===== src/rtl/lmd_pkg.sv =====
`timescale 1ns / 1ps
// ----------------------------------------------------------------------------
// Lane marker deviation package
// Shared widths, reset values, configuration layout and the command word that
// passes from the pixel front end to the deviation back end.
// ----------------------------------------------------------------------------
package lmd_pkg;

  // Defaults of the top-level parameters.
  localparam int RowStepDef      = 10;
  localparam int BottomOffsetDef = 8;
  localparam int FracBitsDef     = 12;
  localparam int CoordBitsDef    = 11;

  // Register widths.
  localparam int ThreshW   = 8;
  localparam int WidthW    = 12;
  localparam int HeightW   = 12;
  localparam int CtrlRowW  = 11;
  localparam int DistW     = 10;
  localparam int DeadBandW = 15;
  localparam int CfgDataW  = 15;
  localparam int CfgIdxW   = 3;

  // Result and internal widths.
  localparam int IntenW    = 8;
  localparam int ResW      = 16;
  localparam int MagW      = 14;
  localparam int FifoDepth = 4;

  // Register reset values.
  localparam logic [ThreshW-1:0]   ThreshRst   = ThreshW'(200);
  localparam logic [WidthW-1:0]    WidthRst    = WidthW'(640);
  localparam logic [HeightW-1:0]   HeightRst   = HeightW'(480);
  localparam logic [CtrlRowW-1:0]  CtrlRowRst  = CtrlRowW'(462);
  localparam logic [DistW-1:0]     DistRst     = DistW'(280);
  localparam logic [DeadBandW-1:0] DeadBandRst = DeadBandW'(41);

  typedef enum logic [CfgIdxW-1:0] {
    CFG_THRESHOLD = 3'd0,
    CFG_WIDTH     = 3'd1,
    CFG_HEIGHT    = 3'd2,
    CFG_CTRL_ROW  = 3'd3,
    CFG_DISTANCE  = 3'd4,
    CFG_DEAD_BAND = 3'd5
  } cfg_idx_e;

  typedef struct packed {
    logic [ThreshW-1:0]   threshold;
    logic [WidthW-1:0]    img_width;
    logic [HeightW-1:0]   img_height;
    logic [CtrlRowW-1:0]  ctrl_row;
    logic [DistW-1:0]     distance;
    logic [DeadBandW-1:0] dead_band;
  } cfg_t;

  // One command per item that has any effect on the back end.
  typedef struct packed {
    logic            clear;    // frame start: forget the control result
    logic            set;      // control row closed
    logic            missing;  // control row had no marker
    logic            report;   // frame end: give a result
    logic            neg;      // sign of the half-pixel numerator
    logic [MagW-1:0] mag;      // magnitude of the half-pixel numerator
  } cmd_t;

  typedef enum logic [1:0] {
    BK_IDLE,
    BK_DIV,
    BK_OUT
  } bk_state_e;

  // A marker distance of zero behaves as one.
  function automatic logic [DistW-1:0] eff_distance(input logic [DistW-1:0] d);
    eff_distance = (d == '0) ? DistW'(1) : d;
  endfunction

endpackage


===== src/rtl/lmd_if.sv =====
`timescale 1ns / 1ps
// ----------------------------------------------------------------------------
// Lane marker deviation channels
// Pixel channel and result channel, each with valid, ready and its payload.
// ----------------------------------------------------------------------------
interface lmd_pix_if #(
  parameter int CoordBits = lmd_pkg::CoordBitsDef
);
  logic                       valid;
  logic                       ready;
  logic [lmd_pkg::IntenW-1:0] intensity;
  logic [CoordBits-1:0]       column;
  logic [CoordBits-1:0]       row;
  logic                       frame_start;
  logic                       frame_end;

  modport source (output valid, intensity, column, row, frame_start, frame_end,
                  input ready);
  modport sink   (input valid, intensity, column, row, frame_start, frame_end,
                  output ready);
endinterface

interface lmd_res_if;
  logic                            valid;
  logic                            ready;
  logic signed [lmd_pkg::ResW-1:0] deviation;
  logic signed [lmd_pkg::ResW-1:0] steering;
  logic                            slow;
  logic                            lines_missing;

  modport source (output valid, deviation, steering, slow, lines_missing, input ready);
  modport sink   (input valid, deviation, steering, slow, lines_missing, output ready);
endinterface


===== src/rtl/lmd_fifo.sv =====
`timescale 1ns / 1ps
// ----------------------------------------------------------------------------
// Lane marker deviation command queue
// Short first-in first-out queue of commands between front end and back end.
// ----------------------------------------------------------------------------
module lmd_fifo #(
  parameter int Depth = lmd_pkg::FifoDepth
) (
  input  logic          clk_i,
  input  logic          rst_ni,
  input  logic          push_i,
  input  lmd_pkg::cmd_t data_i,
  output logic          full_o,
  input  logic          pop_i,
  output lmd_pkg::cmd_t data_o,
  output logic          empty_o
);
  import lmd_pkg::*;

  localparam int PtrW = (Depth > 1) ? $clog2(Depth) : 1;
  localparam int CntW = $clog2(Depth + 1);

  cmd_t            slots_q [Depth];
  logic [PtrW-1:0] wr_ptr_q, rd_ptr_q;
  logic [CntW-1:0] count_q;
  logic            do_push, do_pop;

  assign full_o  = (count_q == CntW'(Depth));
  assign empty_o = (count_q == '0);
  assign do_push = push_i && !full_o;
  assign do_pop  = pop_i && !empty_o;
  assign data_o  = slots_q[rd_ptr_q];

  always_ff @(posedge clk_i) begin
    if (do_push) begin
      slots_q[wr_ptr_q] <= data_i;
    end
  end

  always_ff @(posedge clk_i or negedge rst_ni) begin
    if (!rst_ni) begin
      wr_ptr_q <= '0;
      rd_ptr_q <= '0;
      count_q  <= '0;
    end else begin
      if (do_push) begin
        wr_ptr_q <= (wr_ptr_q == PtrW'(Depth - 1)) ? '0 : wr_ptr_q + PtrW'(1);
      end
      if (do_pop) begin
        rd_ptr_q <= (rd_ptr_q == PtrW'(Depth - 1)) ? '0 : rd_ptr_q + PtrW'(1);
      end
      if (do_push && !do_pop) begin
        count_q <= count_q + CntW'(1);
      end else if (do_pop && !do_push) begin
        count_q <= count_q - CntW'(1);
      end
    end
  end

endmodule


===== src/rtl/lmd_front.sv =====
`timescale 1ns / 1ps
// ----------------------------------------------------------------------------
// Lane marker deviation front end
// Takes one pixel per clock unless stalled, decides whether its row is scanned,
// tracks the markers nearest the centre and issues commands for the back end.
// ----------------------------------------------------------------------------
module lmd_front #(
  parameter int RowStep      = lmd_pkg::RowStepDef,
  parameter int BottomOffset = lmd_pkg::BottomOffsetDef,
  parameter int CoordBits    = lmd_pkg::CoordBitsDef
) (
  input  logic          clk_i,
  input  logic          rst_ni,
  input  lmd_pkg::cfg_t cfg_i,
  lmd_pix_if.sink       pix_i,
  input  logic          fifo_full_i,
  output logic          push_o,
  output lmd_pkg::cmd_t cmd_o
);
  import lmd_pkg::*;

  localparam int DiffW   = HeightW;
  localparam int ExtW    = HeightW + 1;
  localparam int RecipW  = DiffW + 1;
  localparam int ProdW   = DiffW + RecipW;
  localparam int Recip   = (1 << DiffW) / RowStep;
  localparam int MulW    = DiffW + 8;
  localparam int ColW    = WidthW + 1;
  localparam int SnW     = MagW + 1;
  localparam int FiveW   = HeightW + 4;

  // Stage 1: pixel plus row range checks and the reciprocal product.
  logic                 s1_valid_q;
  logic [IntenW-1:0]    s1_int_q;
  logic [CoordBits-1:0] s1_col_q, s1_row_q;
  logic                 s1_fs_q, s1_fe_q, s1_range_q;
  logic [DiffW-1:0]     s1_diff_q;
  logic [ProdW-1:0]     s1_prod_q;

  // Stage 2: pixel plus the scanned-row decision.
  logic                 s2_valid_q;
  logic [IntenW-1:0]    s2_int_q;
  logic [CoordBits-1:0] s2_col_q, s2_row_q;
  logic                 s2_fs_q, s2_fe_q, s2_scan_q;

  // Marker state.
  logic [CoordBits-1:0] lhit_q, rhit_q, lfb_q, rfb_q;
  logic                 lok_q, rok_q, lfbok_q, rfbok_q;
  logic [CoordBits-1:0] lhit_d, rhit_d, lfb_d, rfb_d;
  logic                 lok_d, rok_d, lfbok_d, rfbok_d;

  logic                 adv;
  logic [ExtW-1:0]      first_row, row_x;
  logic                 above, five_gt;
  logic [DiffW-1:0]     diff;
  logic [ProdW-1:0]     prod;
  logic [MulW-1:0]      q_step, rem, rem_c;
  logic                 scan_d;

  logic [ColW-1:0]      col_x, w_x, half_x;
  logic [DistW-1:0]     mk_dist;
  logic [SnW-1:0]       num;
  logic                 set_c, miss_c;

  // The pipeline only stops when the last stage has a command and no room.
  assign adv         = !(s2_valid_q && push_o && fifo_full_i);
  assign pix_i.ready = adv;

  // ---- stage 1 logic ----
  assign first_row = ExtW'(cfg_i.img_height) - ExtW'(BottomOffset);
  assign row_x     = ExtW'(pix_i.row);
  assign above     = $signed(row_x) > $signed(first_row);
  assign diff      = DiffW'(first_row - row_x);
  assign five_gt   = ((FiveW'(pix_i.row) << 2) + FiveW'(pix_i.row)) >
                     ((FiveW'(cfg_i.img_height) << 1) + FiveW'(cfg_i.img_height));
  assign prod      = ProdW'(diff) * ProdW'(Recip);

  // ---- stage 2 logic: remainder by the row step, one correction ----
  assign q_step = MulW'(s1_prod_q >> DiffW) * MulW'(RowStep);
  assign rem    = MulW'(s1_diff_q) - q_step;
  assign rem_c  = (rem >= MulW'(RowStep)) ? rem - MulW'(RowStep) : rem;
  assign scan_d = s1_range_q && (rem_c == '0);

  always_ff @(posedge clk_i) begin
    if (adv) begin
      s1_int_q   <= pix_i.intensity;
      s1_col_q   <= pix_i.column;
      s1_row_q   <= pix_i.row;
      s1_fs_q    <= pix_i.frame_start;
      s1_fe_q    <= pix_i.frame_end;
      s1_range_q <= !above && five_gt;
      s1_diff_q  <= diff;
      s1_prod_q  <= prod;
      s2_int_q   <= s1_int_q;
      s2_col_q   <= s1_col_q;
      s2_row_q   <= s1_row_q;
      s2_fs_q    <= s1_fs_q;
      s2_fe_q    <= s1_fe_q;
      s2_scan_q  <= scan_d;
    end
  end

  always_ff @(posedge clk_i or negedge rst_ni) begin
    if (!rst_ni) begin
      s1_valid_q <= 1'b0;
      s2_valid_q <= 1'b0;
    end else if (adv) begin
      s1_valid_q <= pix_i.valid;
      s2_valid_q <= s1_valid_q;
    end
  end

  // ---- stage 3: marker tracking and row close ----
  assign col_x   = ColW'(s2_col_q);
  assign w_x     = ColW'(cfg_i.img_width);
  assign half_x  = ColW'(cfg_i.img_width >> 1);
  assign mk_dist = eff_distance(cfg_i.distance);

  always_comb begin
    lhit_d  = lhit_q;
    rhit_d  = rhit_q;
    lok_d   = lok_q;
    rok_d   = rok_q;
    lfb_d   = lfb_q;
    rfb_d   = rfb_q;
    lfbok_d = lfbok_q;
    rfbok_d = rfbok_q;
    set_c   = 1'b0;
    miss_c  = 1'b0;
    num     = '0;

    if (s2_fs_q) begin
      lfb_d   = '0;
      rfb_d   = '0;
      lfbok_d = 1'b0;
      rfbok_d = 1'b0;
      lhit_d  = '0;
      rhit_d  = '0;
      lok_d   = 1'b0;
      rok_d   = 1'b0;
    end
    if (s2_col_q == '0) begin
      lhit_d = '0;
      rhit_d = '0;
      lok_d  = 1'b0;
      rok_d  = 1'b0;
    end

    if ((col_x < w_x) && s2_scan_q) begin
      if (s2_int_q >= cfg_i.threshold) begin
        if ((col_x >= ColW'(1)) && (col_x <= half_x) &&
            (!lok_d || (s2_col_q > lhit_d))) begin
          lhit_d = s2_col_q;
          lok_d  = 1'b1;
        end
        if ((col_x >= half_x) && (!rok_d || (s2_col_q < rhit_d))) begin
          rhit_d = s2_col_q;
          rok_d  = 1'b1;
        end
      end
      // The last column closes the row and refreshes the fallbacks.
      if (col_x == w_x - ColW'(1)) begin
        if (lok_d) begin
          lfb_d   = lhit_d;
          lfbok_d = 1'b1;
        end
        if (rok_d) begin
          rfb_d   = rhit_d;
          rfbok_d = 1'b1;
        end
        if (ColW'(s2_row_q) == ColW'(cfg_i.ctrl_row)) begin
          set_c = 1'b1;
          priority if (rfbok_d && (rfb_d != '0)) begin
            num = (SnW'(rfb_d) << 1) - SnW'(cfg_i.img_width) - (SnW'(mk_dist) << 1);
          end else if (lfbok_d && (lfb_d != '0)) begin
            num = (SnW'(mk_dist) << 1) - SnW'(cfg_i.img_width) + (SnW'(lfb_d) << 1);
          end else begin
            miss_c = 1'b1;
          end
        end
        lhit_d = '0;
        rhit_d = '0;
        lok_d  = 1'b0;
        rok_d  = 1'b0;
      end
    end
  end

  assign cmd_o.clear   = s2_fs_q;
  assign cmd_o.set     = set_c;
  assign cmd_o.missing = miss_c;
  assign cmd_o.report  = s2_fe_q;
  assign cmd_o.neg     = num[SnW-1];
  assign cmd_o.mag     = MagW'(num[SnW-1] ? -num : num);
  assign push_o        = s2_valid_q && (s2_fs_q || set_c || s2_fe_q);

  always_ff @(posedge clk_i or negedge rst_ni) begin
    if (!rst_ni) begin
      lhit_q  <= '0;
      rhit_q  <= '0;
      lfb_q   <= '0;
      rfb_q   <= '0;
      lok_q   <= 1'b0;
      rok_q   <= 1'b0;
      lfbok_q <= 1'b0;
      rfbok_q <= 1'b0;
    end else if (s2_valid_q && adv) begin
      lhit_q  <= lhit_d;
      rhit_q  <= rhit_d;
      lfb_q   <= lfb_d;
      rfb_q   <= rfb_d;
      lok_q   <= lok_d;
      rok_q   <= rok_d;
      lfbok_q <= lfbok_d;
      rfbok_q <= rfbok_d;
    end
  end

endmodule


===== src/rtl/lmd_back.sv =====
`timescale 1ns / 1ps
// ----------------------------------------------------------------------------
// Lane marker deviation back end
// Executes queued commands: scales the control-row numerator with a
// bit-serial divider, keeps the frame's control result and forms the
// frame-end result with steering and speed decision.
// ----------------------------------------------------------------------------
module lmd_back #(
  parameter int FracBits = lmd_pkg::FracBitsDef
) (
  input  logic          clk_i,
  input  logic          rst_ni,
  input  lmd_pkg::cfg_t cfg_i,
  input  logic          fifo_empty_i,
  input  lmd_pkg::cmd_t cmd_i,
  output logic          pop_o,
  lmd_res_if.source     res_o
);
  import lmd_pkg::*;

  localparam int DivW   = MagW + FracBits + 1;
  localparam int CntW   = $clog2(DivW);
  localparam int RemW   = DistW + 1;
  localparam int TrialW = RemW + 1;
  localparam int AbsW   = ResW + 1;
  localparam logic [DivW-1:0] SatPos = DivW'((1 << (ResW - 1)) - 1);
  localparam logic [DivW-1:0] SatNeg = DivW'(1 << (ResW - 1));

  bk_state_e         state_q, state_d;
  logic [DivW-1:0]   num_q, num_d;
  logic [RemW-1:0]   rem_q, rem_d;
  logic [CntW-1:0]   cnt_q, cnt_d;
  logic              neg_q, neg_d, rep_q, rep_d;
  logic [ResW-1:0]   dev_q, dev_d, held_q, held_d;
  logic              miss_q, miss_d;

  logic              out_valid_q, out_valid_d, out_load;
  logic [ResW-1:0]   out_dev_q, out_steer_q;
  logic              out_slow_q, out_nl_q;

  logic [DistW-1:0]  mk_dist;
  logic [TrialW-1:0] divisor, trial;
  logic              ge;
  logic [RemW-1:0]   rem_step;
  logic [DivW-1:0]   quo_step;
  logic [ResW-1:0]   sat_dev;

  logic [AbsW-1:0]   dev_ext, dev_abs;
  logic              exceed;
  logic [ResW-1:0]   r_dev, r_steer;
  logic              r_slow;

  // One quotient bit per cycle, restoring form.
  assign mk_dist  = eff_distance(cfg_i.distance);
  assign divisor  = TrialW'({mk_dist, 1'b0});
  assign trial    = {rem_q, num_q[DivW-1]};
  assign ge       = (trial >= divisor);
  assign rem_step = RemW'(ge ? trial - divisor : trial);
  assign quo_step = {num_q[DivW-2:0], ge};

  always_comb begin
    if (neg_q) begin
      sat_dev = (quo_step > SatNeg) ? ResW'(SatNeg) : ResW'(-quo_step);
    end else begin
      sat_dev = (quo_step > SatPos) ? ResW'(SatPos) : ResW'(quo_step);
    end
  end

  // Frame-end result from the stored control deviation.
  assign dev_ext = {dev_q[ResW-1], dev_q};
  assign dev_abs = dev_q[ResW-1] ? -dev_ext : dev_ext;
  assign exceed  = dev_abs > AbsW'(cfg_i.dead_band);

  always_comb begin
    if (miss_q) begin
      r_dev   = '0;
      r_steer = held_q;
      r_slow  = 1'b1;
    end else begin
      r_dev   = dev_q;
      r_steer = exceed ? dev_q : '0;
      r_slow  = exceed;
    end
  end

  always_comb begin
    state_d  = state_q;
    num_d    = num_q;
    rem_d    = rem_q;
    cnt_d    = cnt_q;
    neg_d    = neg_q;
    rep_d    = rep_q;
    dev_d    = dev_q;
    miss_d   = miss_q;
    held_d   = held_q;
    pop_o    = 1'b0;
    out_load = 1'b0;

    unique case (state_q)
      BK_IDLE: begin
        if (!fifo_empty_i) begin
          pop_o = 1'b1;
          rep_d = cmd_i.report;
          if (cmd_i.clear) begin
            dev_d  = '0;
            miss_d = 1'b0;
          end
          if (cmd_i.set && !cmd_i.missing) begin
            num_d   = (DivW'(cmd_i.mag) << FracBits) + DivW'(mk_dist);
            rem_d   = '0;
            cnt_d   = '0;
            neg_d   = cmd_i.neg;
            state_d = BK_DIV;
          end else begin
            if (cmd_i.set) begin
              dev_d  = '0;
              miss_d = 1'b1;
            end
            if (cmd_i.report) begin
              state_d = BK_OUT;
            end
          end
        end
      end
      BK_DIV: begin
        num_d = quo_step;
        rem_d = rem_step;
        cnt_d = cnt_q + CntW'(1);
        if (cnt_q == CntW'(DivW - 1)) begin
          dev_d   = sat_dev;
          miss_d  = 1'b0;
          state_d = rep_q ? BK_OUT : BK_IDLE;
        end
      end
      BK_OUT: begin
        if (!out_valid_q || res_o.ready) begin
          out_load = 1'b1;
          if (!miss_q) begin
            held_d = r_steer;
          end
          state_d = BK_IDLE;
        end
      end
      default: begin
        state_d = BK_IDLE;
      end
    endcase
  end

  always_comb begin
    if (out_load) begin
      out_valid_d = 1'b1;
    end else if (res_o.ready) begin
      out_valid_d = 1'b0;
    end else begin
      out_valid_d = out_valid_q;
    end
  end

  always_ff @(posedge clk_i or negedge rst_ni) begin
    if (!rst_ni) begin
      state_q     <= BK_IDLE;
      cnt_q       <= '0;
      rep_q       <= 1'b0;
      dev_q       <= '0;
      miss_q      <= 1'b0;
      held_q      <= '0;
      out_valid_q <= 1'b0;
    end else begin
      state_q     <= state_d;
      cnt_q       <= cnt_d;
      rep_q       <= rep_d;
      dev_q       <= dev_d;
      miss_q      <= miss_d;
      held_q      <= held_d;
      out_valid_q <= out_valid_d;
    end
  end

  always_ff @(posedge clk_i) begin
    num_q <= num_d;
    rem_q <= rem_d;
    neg_q <= neg_d;
    if (out_load) begin
      out_dev_q   <= r_dev;
      out_steer_q <= r_steer;
      out_slow_q  <= r_slow;
      out_nl_q    <= miss_q;
    end
  end

  assign res_o.valid         = out_valid_q;
  assign res_o.deviation     = out_dev_q;
  assign res_o.steering      = out_steer_q;
  assign res_o.slow          = out_slow_q;
  assign res_o.lines_missing = out_nl_q;

endmodule


===== src/rtl/lane_marker_deviation.sv =====
`timescale 1ns / 1ps
// ----------------------------------------------------------------------------
// Lane marker deviation
// Finds lane markers on scanned rows of an intensity stream and reports the
// lateral deviation, a steering value and a slow flag at each frame end.
// ----------------------------------------------------------------------------
// Pixels are taken at one per clock by a three-stage front end that checks the
// row, tracks the markers nearest the centre and closes rows. Each item that
// starts or ends a frame or closes the control row leaves a command in a
// four-entry queue. The back end takes one command per cycle while idle; a
// command that closes the control row with a marker adds a bit-serial
// division that turns it into a Q3.FracBits deviation. A frame-end command,
// or the last division step when the same item also closed the control row,
// moves the back end to its output state, which loads the result register
// once that register is free or being emptied. The front end stalls only
// when the queue is full, which happens when commands arrive faster than the
// back end retires them: more than four during one division, or while a
// result waits for the receiver.
// ----------------------------------------------------------------------------
module lane_marker_deviation #(
  parameter int RowStep      = lmd_pkg::RowStepDef,
  parameter int BottomOffset = lmd_pkg::BottomOffsetDef,
  parameter int FracBits     = lmd_pkg::FracBitsDef,
  parameter int CoordBits    = lmd_pkg::CoordBitsDef
) (
  input  logic                         clk_i,
  input  logic                         rst_ni,
  lmd_pix_if.sink                      pix_i,
  lmd_res_if.source                    res_o,
  input  logic                         cfg_we_i,
  input  logic [lmd_pkg::CfgIdxW-1:0]  cfg_idx_i,
  input  logic [lmd_pkg::CfgDataW-1:0] cfg_data_i
);
  import lmd_pkg::*;

  cfg_t cfg_q;
  cmd_t push_cmd, head_cmd;
  logic fifo_push, fifo_pop, fifo_full, fifo_empty;

  always_ff @(posedge clk_i or negedge rst_ni) begin
    if (!rst_ni) begin
      cfg_q.threshold  <= ThreshRst;
      cfg_q.img_width  <= WidthRst;
      cfg_q.img_height <= HeightRst;
      cfg_q.ctrl_row   <= CtrlRowRst;
      cfg_q.distance   <= DistRst;
      cfg_q.dead_band  <= DeadBandRst;
    end else if (cfg_we_i) begin
      unique case (cfg_idx_e'(cfg_idx_i))
        CFG_THRESHOLD: cfg_q.threshold  <= cfg_data_i[ThreshW-1:0];
        CFG_WIDTH:     cfg_q.img_width  <= cfg_data_i[WidthW-1:0];
        CFG_HEIGHT:    cfg_q.img_height <= cfg_data_i[HeightW-1:0];
        CFG_CTRL_ROW:  cfg_q.ctrl_row   <= cfg_data_i[CtrlRowW-1:0];
        CFG_DISTANCE:  cfg_q.distance   <= cfg_data_i[DistW-1:0];
        CFG_DEAD_BAND: cfg_q.dead_band  <= cfg_data_i[DeadBandW-1:0];
        default: begin
        end
      endcase
    end
  end

  lmd_front #(
    .RowStep      (RowStep),
    .BottomOffset (BottomOffset),
    .CoordBits    (CoordBits)
  ) u_front (
    .clk_i       (clk_i),
    .rst_ni      (rst_ni),
    .cfg_i       (cfg_q),
    .pix_i       (pix_i),
    .fifo_full_i (fifo_full),
    .push_o      (fifo_push),
    .cmd_o       (push_cmd)
  );

  lmd_fifo #(
    .Depth (FifoDepth)
  ) u_fifo (
    .clk_i   (clk_i),
    .rst_ni  (rst_ni),
    .push_i  (fifo_push),
    .data_i  (push_cmd),
    .full_o  (fifo_full),
    .pop_i   (fifo_pop),
    .data_o  (head_cmd),
    .empty_o (fifo_empty)
  );

  lmd_back #(
    .FracBits (FracBits)
  ) u_back (
    .clk_i        (clk_i),
    .rst_ni       (rst_ni),
    .cfg_i        (cfg_q),
    .fifo_empty_i (fifo_empty),
    .cmd_i        (head_cmd),
    .pop_o        (fifo_pop),
    .res_o        (res_o)
  );

  // While a command waits on a full queue, no pixel is taken.
  a_stall_on_full: assert property (@(posedge clk_i) disable iff (!rst_ni)
    (fifo_push && fifo_full) |-> !pix_i.ready)
    else $error("pixel taken while the command queue is full");

  // The back end must never take a command from an empty queue.
  a_no_underflow: assert property (@(posedge clk_i) disable iff (!rst_ni)
    fifo_pop |-> !fifo_empty)
    else $error("command popped from empty queue");

  // A frame without lines reports zero deviation with the slow flag set.
  a_lines_missing: assert property (@(posedge clk_i) disable iff (!rst_ni)
    (res_o.valid && res_o.lines_missing) |-> ((res_o.deviation == '0) && res_o.slow))
    else $error("missing-lines result with deviation or full speed");

endmodule


===== src/flat_wrapper.sv =====
// flat-port wrapper written by rule: the top's interface ports become plain ports
module lane_marker_deviation_flat import lmd_pkg::*;
#(
  parameter int RowStep      = lmd_pkg::RowStepDef,
  parameter int BottomOffset = lmd_pkg::BottomOffsetDef,
  parameter int FracBits     = lmd_pkg::FracBitsDef,
  parameter int CoordBits    = lmd_pkg::CoordBitsDef
)
  (clk_i, rst_ni, cfg_we_i, cfg_idx_i, cfg_data_i, pix_i_valid, pix_i_intensity, pix_i_column, pix_i_row, pix_i_frame_start, pix_i_frame_end, pix_i_ready, res_o_valid, res_o_deviation, res_o_steering, res_o_slow, res_o_lines_missing, res_o_ready);
  lmd_pix_if #(.CoordBits(CoordBits)) pix_i_i ();
  lmd_res_if res_o_i ();
  input  logic clk_i;
  input  logic rst_ni;
  input  logic cfg_we_i;
  input  logic [lmd_pkg::CfgIdxW-1:0] cfg_idx_i;
  input  logic [lmd_pkg::CfgDataW-1:0] cfg_data_i;
  input wire logic [$bits(pix_i_i.valid)-1:0] pix_i_valid;
  input wire logic [$bits(pix_i_i.intensity)-1:0] pix_i_intensity;
  input wire logic [$bits(pix_i_i.column)-1:0] pix_i_column;
  input wire logic [$bits(pix_i_i.row)-1:0] pix_i_row;
  input wire logic [$bits(pix_i_i.frame_start)-1:0] pix_i_frame_start;
  input wire logic [$bits(pix_i_i.frame_end)-1:0] pix_i_frame_end;
  output wire logic [$bits(pix_i_i.ready)-1:0] pix_i_ready;
  output wire logic [$bits(res_o_i.valid)-1:0] res_o_valid;
  output wire logic [$bits(res_o_i.deviation)-1:0] res_o_deviation;
  output wire logic [$bits(res_o_i.steering)-1:0] res_o_steering;
  output wire logic [$bits(res_o_i.slow)-1:0] res_o_slow;
  output wire logic [$bits(res_o_i.lines_missing)-1:0] res_o_lines_missing;
  input wire logic [$bits(res_o_i.ready)-1:0] res_o_ready;
  assign pix_i_i.valid = pix_i_valid;
  assign pix_i_i.intensity = pix_i_intensity;
  assign pix_i_i.column = pix_i_column;
  assign pix_i_i.row = pix_i_row;
  assign pix_i_i.frame_start = pix_i_frame_start;
  assign pix_i_i.frame_end = pix_i_frame_end;
  assign pix_i_ready = pix_i_i.ready;
  assign res_o_valid = res_o_i.valid;
  assign res_o_deviation = res_o_i.deviation;
  assign res_o_steering = res_o_i.steering;
  assign res_o_slow = res_o_i.slow;
  assign res_o_lines_missing = res_o_i.lines_missing;
  assign res_o_i.ready = res_o_ready;
  lane_marker_deviation #(.RowStep(RowStep), .BottomOffset(BottomOffset), .FracBits(FracBits), .CoordBits(CoordBits)) u_core (.clk_i(clk_i), .rst_ni(rst_ni), .pix_i(pix_i_i), .res_o(res_o_i), .cfg_we_i(cfg_we_i), .cfg_idx_i(cfg_idx_i), .cfg_data_i(cfg_data_i));
endmodule

===== config.mk =====
export PLATFORM = sky130hd
export DESIGN_NAME = lane_marker_deviation_flat
export DESIGN_NICKNAME = d
export VERILOG_FILES = /design/src/rtl/lmd_pkg.sv /design/src/rtl/lmd_if.sv /design/src/rtl/lmd_fifo.sv /design/src/rtl/lmd_front.sv /design/src/rtl/lmd_back.sv /design/src/rtl/lane_marker_deviation.sv /design/src/flat_wrapper.sv
export SDC_FILE = /design/constraint.sdc
export NUM_CORES = 1
export LEC_CHECK = 0
export BUFFER_PORTS_ARGS = -buffer_cell sky130_fd_sc_hd__buf_2
export CELL_PAD_IN_SITES_DETAIL_PLACEMENT = 0
export CELL_PAD_IN_SITES_GLOBAL_PLACEMENT = 2
export CORE_ASPECT_RATIO = 0.5
export CORE_MARGIN = 2
export CORE_UTILIZATION = 46
export CTS_CLUSTER_SIZE = 30
export DETAILED_ROUTE_END_ITERATION = 7
export GPL_ROUTABILITY_DRIVEN = 0
export PLACE_DENSITY_LB_ADDON = 0.1
export SYNTH_ARGS = -nofsm -noshare
export SYNTH_HDL_FRONTEND = slang
export SYNTH_SLANG_ARGS = --single-unit

===== constraint.sdc =====
create_clock -name clk_i -period 14.75 [get_ports clk_i]
set_input_delay 1.475 -clock clk_i [delete_from_list [all_inputs] [get_ports clk_i]]
set_output_delay 1.475 -clock clk_i [all_outputs]
set_load 0.05 [all_outputs]

==> results, run 1 <==
- The total via count in the routed design is 19,100.
- The H-tree generated during clock tree synthesis spans 2 levels.
- The met3 track demand over resource is 2.98%.
- The final routed wire length divided by cell count is between 15 and 20 um.
- Port buffering added 90 buffers.
- Timing would allow up to approximately 120 MHz.
- The register area share after synthesis is 42.7%.
- The slowest cell on the critical path is sky130_fd_sc_hd__edfxtp_1.
- The estimated wirelength of the detail-placed design is 50,300 um.
- Together, buffers and inverters on the worst path number 2.
- The maximum number of pins on one net before global-route repair is 64.
- The die span in y is around 170 um.
- The commonest cells after synthesis are sky130_fd_sc_hd__ha_1, sky130_fd_sc_hd__nand2_1, sky130_fd_sc_hd__edfxtp_1.
- Setup repair after global routing left no endpoint under its margin.
- The quantity of gates resized following cts is 0.
- For this run, the detailed router's first-pass iteration total came to 5.
- The worst setup path is captured at a flop.
- Yosys printed 0 warnings.
- Buffers inserted during clock tree synthesis total 41.
- The number of top-level design ports is 91.
- The clock transition time at the flip-flop clock pins of the worst setup and hold paths is 60 ps.
- The largest fanout of any net on the critical path is 16.
- Setup slack on the worst reg-to-reg path comes out at 6730 ps.
- The post-route antenna net violation count is 0.
- The min-delay analysis places its worst path in the category reg2reg.
- The cell occurring most often along the worst timing path is sky130_fd_sc_hd__ha_1.
- Yosys mapped the design onto 100 distinct sky130hd cell types.
- The type of the worst setup path is reg2reg.
- The dominant register cell in the synthesized netlist is sky130_fd_sc_hd__edfxtp_1.
- The worst hold path begins at u_core.u_front.s1_int_q[1]$_DFFE_PN_.
- The wire length of the first global-routing pass is roughly 110,000 um.
- The number of cells on the worst hold path is 0.
- The largest single stage delay on the critical path is 630 ps.
- The run finished with clean final reports.
- Measured against its own limit, the worst slew margin works out to 27.4%.
- The final clock skew is 19.8 ps.
- The site row count is 62.
- The core area is 57,100 um^2.
- For this run, global-route usage on met1 was measured as 34.8%.
- The synthesized flop and latch total is around 400.
- The final hold violation count is 0.
- From synthesis to final layout, the design area changed by 10.0%.
- The max-cap violation count is 0.
- Dividing the detail-routed via count by the number of cells gives approximately 5.6.
- Measured in cells, the most critical reg-to-reg path has a length of 28.
- The initial antenna violation count was 0.
- The gate count after technology mapping is 2,547.
- Cells with a size suffix above 1 make up between 10% and 20% of the layout.
- The remaining routing DRC violations is 0.
- Once the clock tree was built, the setup fixing pass inserted 0 buffers.
- Grouping stages by cell kind, the critical path spends the most delay in compound AO/OA/AOI/OAI gates.
- The effective utilization at floorplan is a little under half.
- For the worst-skew pair, the clock arrives at the later sink with an insertion delay of 580 ps.
- Yosys attributes the largest share of cell area to sky130_fd_sc_hd__edfxtp_1, sky130_fd_sc_hd__dfrtp_1, sky130_fd_sc_hd__ha_1.
- The number of nets in the layout is 2,993.
- In this run, synthesis inferred 236 flip-flops with an integrated enable.
- Counting every sink on the clock net gives 403.
- The average footprint of a synthesized cell is 10.4 um^2.
- The fraction of registers with async set/reset is 41.4%.
- sky130_fd_sc_hd__ha_1 is the most common cell in the netlist.
- The library cell used as clock root buffer is sky130_fd_sc_hd__clkbuf_16.
- The worst register-to-register path ends at u_core.u_fifo.slots_q[0][11]$_DFFE_PP_.
- The synthesized netlist occupies a cell area of 26,500 um^2.
- The data arrival time at the worst-slack endpoint is ~8300 ps.
- The most congested layer reported by global routing is met2.
- The sum of overflow across all layers after global routing is 0.
- The repair_antennas step left the layout with diodes totalling 0.
- The horizontal die dimension is 343 um.
- The synthesized design devotes to its leading area cell type between 20 and 30% of total area.
- STA puts the critical path data required time at 15,050 ps.
- The final setup TNS is 0 ps.
- The total wire length is 67,800 um.
- The global-route track usage on met2 is 35.0%.
- The count of hold-fix buffers inserted at cts is 0.
- The number of global-route vias before repair was 18,700.
- For hold timing, the worst endpoint is u_core.u_front.s2_int_q[1]$_DFFE_PN_.
- The area enclosed by the die boundary is about 60,000 um^2.
- The number of pins with negative max-slew slack in the final report is 0.
- The DRC marker count from the first detailed-route iteration is about 1,300.
- The total global routing track utilization is 23.0%.
- The final critical path takes up 54.3% of the cycle.
- The final critical-path required period is roughly 8000 ps.
- Summed over all instances, the cell type with the most area after synthesis is sky130_fd_sc_hd__edfxtp_1.
- The maximum buffer depth of the clock tree is 3.
- TritonCTS built the clock tree.
- The kind of launch point of the worst setup path is a flop.
- For the pin with the worst max-slew slack, the measured transition is 1090 ps.
- The origin of the critical flop-to-flop path is u_core.u_front.s2_col_q[3]$_DFFE_PN_.
- Setup violations remaining at the end of the flow were counted as 0.
worst max path at each step:
stage	from	slack [ps]	cells after the start	endpoint
6_report	u_core.u_front.s2_col_q[3]$_DFFE_PN_	6730	28	u_core.u_fifo.slots_q[0][11]$_DFFE_PP_
5_1_grt	u_core.u_front.s2_col_q[3]$_DFFE_PN_	6020	30	u_core.u_fifo.slots_q[2][10]$_DFFE_PP_
4_1_cts	u_core.u_front.s2_col_q[3]$_DFFE_PN_	6780	28	u_core.u_fifo.slots_q[1][11]$_DFFE_PP_
3_5_place_dp	pix_i_row[1]	6710	27	u_core.u_front.s1_prod_q[19]$_DFFE_PN_
3_3_place_gp	pix_i_row[1]	6730	27	u_core.u_front.s1_prod_q[19]$_DFFE_PN_
2_1_floorplan	u_core.u_front.s2_col_q[5]$_DFFE_PN_	7020	32	u_core.u_fifo.slots_q[0][11]$_DFFE_PP_
cells by family after synthesis:
| kind of cell | share of synthesized area, % |
|---|---|
| DFF | 42.7 |
| and+or+nand+nor | 13.1 |
| muxes | 4.43 |
| adders and majority gates | 15.7 |
| AOI/OAI and AO/OA | 15.0 |
| other | 0.0142 |
| xor gates and xnor gates | 4.93 |
| buffers and inverters | 4.08 |
placed cells by master (no fill, tap or decap), drive strengths merged, types with 20 or more instances in the layout:
cell	instances
o21ai	197
o21a	29
a21oi	120
a211oi	22
buf	117
a32o	20
nand2b	31
clkinv	21
nor2b	43
nand4	25
nand3	37
ha	279
nor4	26
xor2	42
inv	195
mux2	42
nor3	41
fa	33
o31ai	30
a21o	32
clkbuf	48
edfxtp	236
a22o	22
dfstp	21
nand2	279
xnor2	107
dfrtp	146
mux2i	27
nor2	126
metal layers:
| layer | routed length (um) | part of all wire, % |
|---|---|---|
| met1 | 34400 | 51 |
| met2 | 29300 | 43 |
| met3 | 2790 | 4.1 |
| met4 | 1350 | 2.0 |
| met5 | 0 | 0 |
registers in the layout, indices dropped and copies added, names as in the netlist, 12 cells and up:
signal	cells
u_core.u_back.dev_q	16
u_core.u_back.res_o.steering	16
u_core.u_front.s1_diff_q	12
u_core.u_back.held_q	16
u_core.cfg_q	68
u_core.u_fifo.slots_q	76
u_core.u_back.res_o.deviation	16
u_core.u_back.num_q	27
metrics by stage:
stage / cells / setup WS (ps) / hold slack [ps] / utilization (%) / area (um^2)
floorplan: 2550 / 7020 / 400 / - / 26500
global placement: 3351 / 6730 / 401 / 48.7 / 27800
detailed placement: 3351 / 6710 / 405 / 48.7 / 27800
CTS: 3427 / 6780 / 411 / 51.0 / 29100
global route: 3427 / 6020 / 416 / 51.0 / 29100
finish: 3427 / 6730 / 405 / 51.0 / 29100
area by class of cell:
type,count,area [um^2]
fillers,5291,28000
inverters,192,722
clock inverters,28,258
flip-flops and latches,403,11300
multi-input cells,1871,14100
well taps,768,961
clock buffers,48,1070
repair buffers,117,659
Power of run 1 is not shown: default switching activity piles up to over one toggle a cycle in this logic, so the estimate is an artifact.
==> run 2: changes to the inputs <==
Settings changed: ABC_AREA set to 1, CORE_UTILIZATION 46 to 40.
Clock period 14.75 ns to 8.3 ns, I/O delays scaled along.
==> run 2 against run 1 <==
Synthesized cell count grew 23%. Clock skew grew 7.3 ps. Design area grew 2.0%. First-iteration DRC count grew 31%. Die area grew 17%. Maximum frequency grew 9.9%. Worst hold slack lost 150 ps. Non-clock buffer count grew 3. Flip-flop and latch count is the same. Register-to-register slack lost 5700 ps. Core utilization shrank 6.6 points. Critical path type unchanged. Highest routed layer unchanged.
==> results, run 2 <==
- The post-route antenna net violation count is 0 (unchanged).
- The most used flip-flop cell after synthesis is sky130_fd_sc_hd__edfxtp_1.
- The number of synthesized flops with an enable pin is 236 (unchanged).
- The cell with the most instances after synthesis is sky130_fd_sc_hd__nand2_1.
- The area fraction in compound gates after synthesis is 11.7% (-3.3 points).
- The final number of setup-violating endpoints is 0 (unchanged).
- The parity-gate share of the synthesized area counting xor and xnor cells is 4.87% (-0.067 points).
- The worst register-to-register path begins at u_core.u_front.s2_col_q[2]$_DFFE_PN_.
- The total placed instance area came to 28,400 um^2 (+2.4%).
- The leading cell type in the layout, fill and taps excluded is sky130_fd_sc_hd__nand2_1.
- The endpoint identified for the worst register-to-register timing path is u_core.u_fifo.slots_q[3][11]$_DFFE_PP_.
- Setup repair after global routing left no endpoint under its margin.
- The horizontal die dimension came to 371 um (+8.2%).
- In the layout the commonest cells are sky130_fd_sc_hd__nand2_1, sky130_fd_sc_hd__inv_1, sky130_fd_sc_hd__ha_1, sky130_fd_sc_hd__o21ai_0, sky130_fd_sc_hd__nor2_1.
- The filler-free cell count of the finished design came to 4,139 (+21%).
- The largest fanout of any net on the critical path was 19 (+3).
- The number of pins with negative max-slew slack in the final report is 0 (unchanged).
- The number of clock buffers inserted by TritonCTS was 40 (-2.4%).
- The maximum buffer depth of the clock tree was 3 (unchanged).
- The number of distinct standard cells referenced by the synthesized netlist is 65 (-35%).
- The average via count per standard cell is 5.09 (-8.9%).
- The area enclosed by the die boundary is 69,700 um^2 (+17%).
- The slowest cell on the critical path is sky130_fd_sc_hd__edfxtp_1.
- The post-synthesis mux area share was 0.0417% (-4.4 points).
- The total global routing track utilization is 21.0% (-2.0 points).
- The flow ran to the end, and the final reports show no timing, DRC or antenna violations.
- The worst-skew pair later-pin latency is 580 ps (about the same).
- The length in cells of the worst reg-to-reg path is 38 (+36%).
- The number of global-route vias before repair is 20,700 (+11%).
- The final clock skew is 27.1 ps (+7.31 ps).
- The number of top-level design ports came to 91 (unchanged).
- The largest registers in the layout are u_core.u_fifo.slots_q: 76 flops, u_core.cfg_q: 68 flops, u_core.u_back.num_q: 27 flops.
- The number of fill cells was 6,778 (+28%).
- The effective utilization at floorplan is 40.4% (-6.0 points).
- The post-layout instance area is 29,700 um^2 (+2.0%).
- The class of the tightest hold or removal check is in2async.
- The post-CTS setup buffer count came to 0 (unchanged).
- The largest register by flop count is u_core.u_fifo.slots_q.
- The library cell used as clock root buffer is sky130_fd_sc_hd__clkbuf_16.
- The worst path buffer plus inverter count came to 6 (+4).
- The fraction of final layout cells with drive strength greater than 1 was 7.47% (-4.6 points).
- The area fraction in and, or, nand and nor cells after synthesis was 18.8% (+5.7 points).
- Of all cell types, the one taking the most synthesized area is sky130_fd_sc_hd__edfxtp_1.
- The count of hold-fix buffers inserted at cts is 0 (unchanged).
- The final design utilization was 44.4% (-6.6 points).
- The final routed wire length divided by cell count is 17.5 um (-12%).
- The core area came to 66,900 um^2 (+17%).
- The signed area change from the synthesized netlist to the final layout is 10.0% (about the same).
- STA classifies the critical path endpoint as a flop.
- The highest attainable clock frequency is 137 MHz (+9.9%).
- The quantity of gates resized following cts is 0 (unchanged).
- Yosys attributes the largest share of cell area to sky130_fd_sc_hd__edfxtp_1, sky130_fd_sc_hd__dfrtp_1, sky130_fd_sc_hd__ha_1.
- The maximum number of pins on one net before global-route repair is 97 (+52%).
- The clock transition time at the flip-flop clock pins of the worst setup and hold paths is 70 ps (about the same).
- The final hold violation count is 0 (unchanged).
- The max-cap violation count is 0 (unchanged).
- The gate count after technology mapping was 3,142 (+23%).
- The die span in y came to 188 um (+8.1%).
- The setup slack of the worst register-to-register path came to 1000 ps (-5730 ps).
- The estimated wirelength of the detail-placed design came to 53,500 um (+6.3%).
- The number of warnings issued by yosys is 0 (unchanged).
- The total wire length is 72,300 um (+6.6%).
- The register area share after synthesis was 41.8% (-0.86 points).
- The number of H-tree levels is 2 (unchanged).
- By count the netlist is led by sky130_fd_sc_hd__nand2_1, sky130_fd_sc_hd__inv_1, sky130_fd_sc_hd__ha_1.
- The wire length of the first global-routing pass is 115,000 um (+7.6%).
- The kind of launch point of the worst setup path is a flop.
- The peak per-stage delay on the critical path is 560 ps (-70 ps).
- The data required time at the worst endpoint is 8600 ps (-6450 ps).
- The number of optimization iterations in the first detailed-route pass is 6 (+1).
- The cell occurring most often along the worst timing path is sky130_fd_sc_hd__nand2_1.
- The critical path is of the reg2reg type.
- The top cell type's share of synthesized area came to 26.2% (-0.54 points).
- The initial antenna violation count is 4 (+4).
- The synthesized flop and latch total is 403 (unchanged).
- The CTS tree is built.
- The site row count came to 67 (+8.1%).
- The number of sinks driven by the clock tree was 403 (unchanged).
- The remaining routing DRC violations is 0 (unchanged).
- The number of nets in the layout is 3,577 (+20%).
- The share of the clock period used by the worst path is 87.9% (+34 points).
- The measured slew at the worst slew-check pin is 940 ps (-150 ps).
- The number of port buffers came to 90 (unchanged).
- The DRC marker count from the first detailed-route iteration is 1,652 (+31%).
- The average footprint of a synthesized cell is 8.59 um^2 (-17%).
- On the critical path the largest part of the delay comes from simple AND/OR/NAND/NOR gates.
- The area of the mapped netlist was 27,000 um^2 (+2.1%).
- The relative slew slack is 37.2% (+9.8 points).
- The total instance count after detailed placement is 4,065 (+21%).
- The fraction of registers with async set/reset is 41.4% (unchanged).
- The adder and majority gate portion of the synthesized area was 15.4% (-0.32 points).
- The main combinational cell family by area after synthesis is simple AND/OR/NAND/NOR gates.
- The final critical-path required period is 7300 ps (-721 ps).
- The sum of overflow across all layers after global routing was 0 (unchanged).
- The final setup TNS is 0 ps (unchanged).
- The data arrival time at the worst-slack endpoint is 7600 ps (-720 ps).
- The number of flip-flops in the largest register is 76 (unchanged).
- The total via count in the routed design was 21,100 (+10%).
run 2: cells by family after synthesis:
family	Yosys count
xor+xnor	150
other cells	1
simple gates	1194
compound gates	567
fa+ha+maj	312
flops	403
mux	1
buf+inv	514
run 2: layout make-up:
class / instances / area (um^2) / area share (%)
Timing Repair Buffer: 120 / 684 / 2.30
Multi-Input combinational cell: 2228 / 13800 / 46.4
Tap cell: 897 / 1120 / 3.78
Clock inverter: 18 / 149 / 0.501
Clock buffer: 55 / 1110 / 3.74
Sequential cell: 403 / 11300 / 38.0
Inverter: 417 / 1570 / 5.27
Antenna cell: 1 / 2.50 / 0.00843
run 2: per-layer routing:
layer	part of all wire (%)	global-route usage, %	wire length, um
met1	50	30.5	36100
met2	44	33.3	31900
met3	3.9	2.94	2810
met4	2.0	4.28	1420
met5	0	0	0
run 2: metrics by stage:
stage | hold WS, ps | worst slack (ps)
after floorplan | 400 | 2410
after global placement | 402 | 1200
after detailed placement | 405 | 1090
final | 256 | 1000
after global routing | 280 | 153
after CTS | 262 | 1060
run 2: worst max path at each step:
stage,from,endpoint,cells after the start
floorplan,pix_i_row[2],u_core.u_front.s1_prod_q[20]$_DFFE_PN_,26
global placement,u_core.u_front.s2_col_q[1]$_DFFE_PN_,u_core.u_fifo.slots_q[0][11]$_DFFE_PP_,38
detailed placement,u_core.u_front.s2_col_q[7]$_DFFE_PN_,u_core.u_fifo.slots_q[0][11]$_DFFE_PP_,38
CTS,u_core.u_front.s2_col_q[7]$_DFFE_PN_,u_core.u_fifo.slots_q[0][11]$_DFFE_PP_,38
global route,u_core.u_front.s2_col_q[2]$_DFFE_PN_,u_core.u_fifo.slots_q[3][11]$_DFFE_PP_,38
finish,u_core.u_front.s2_col_q[2]$_DFFE_PN_,u_core.u_fifo.slots_q[3][11]$_DFFE_PP_,38
Power of run 2 is left out for the same reason.
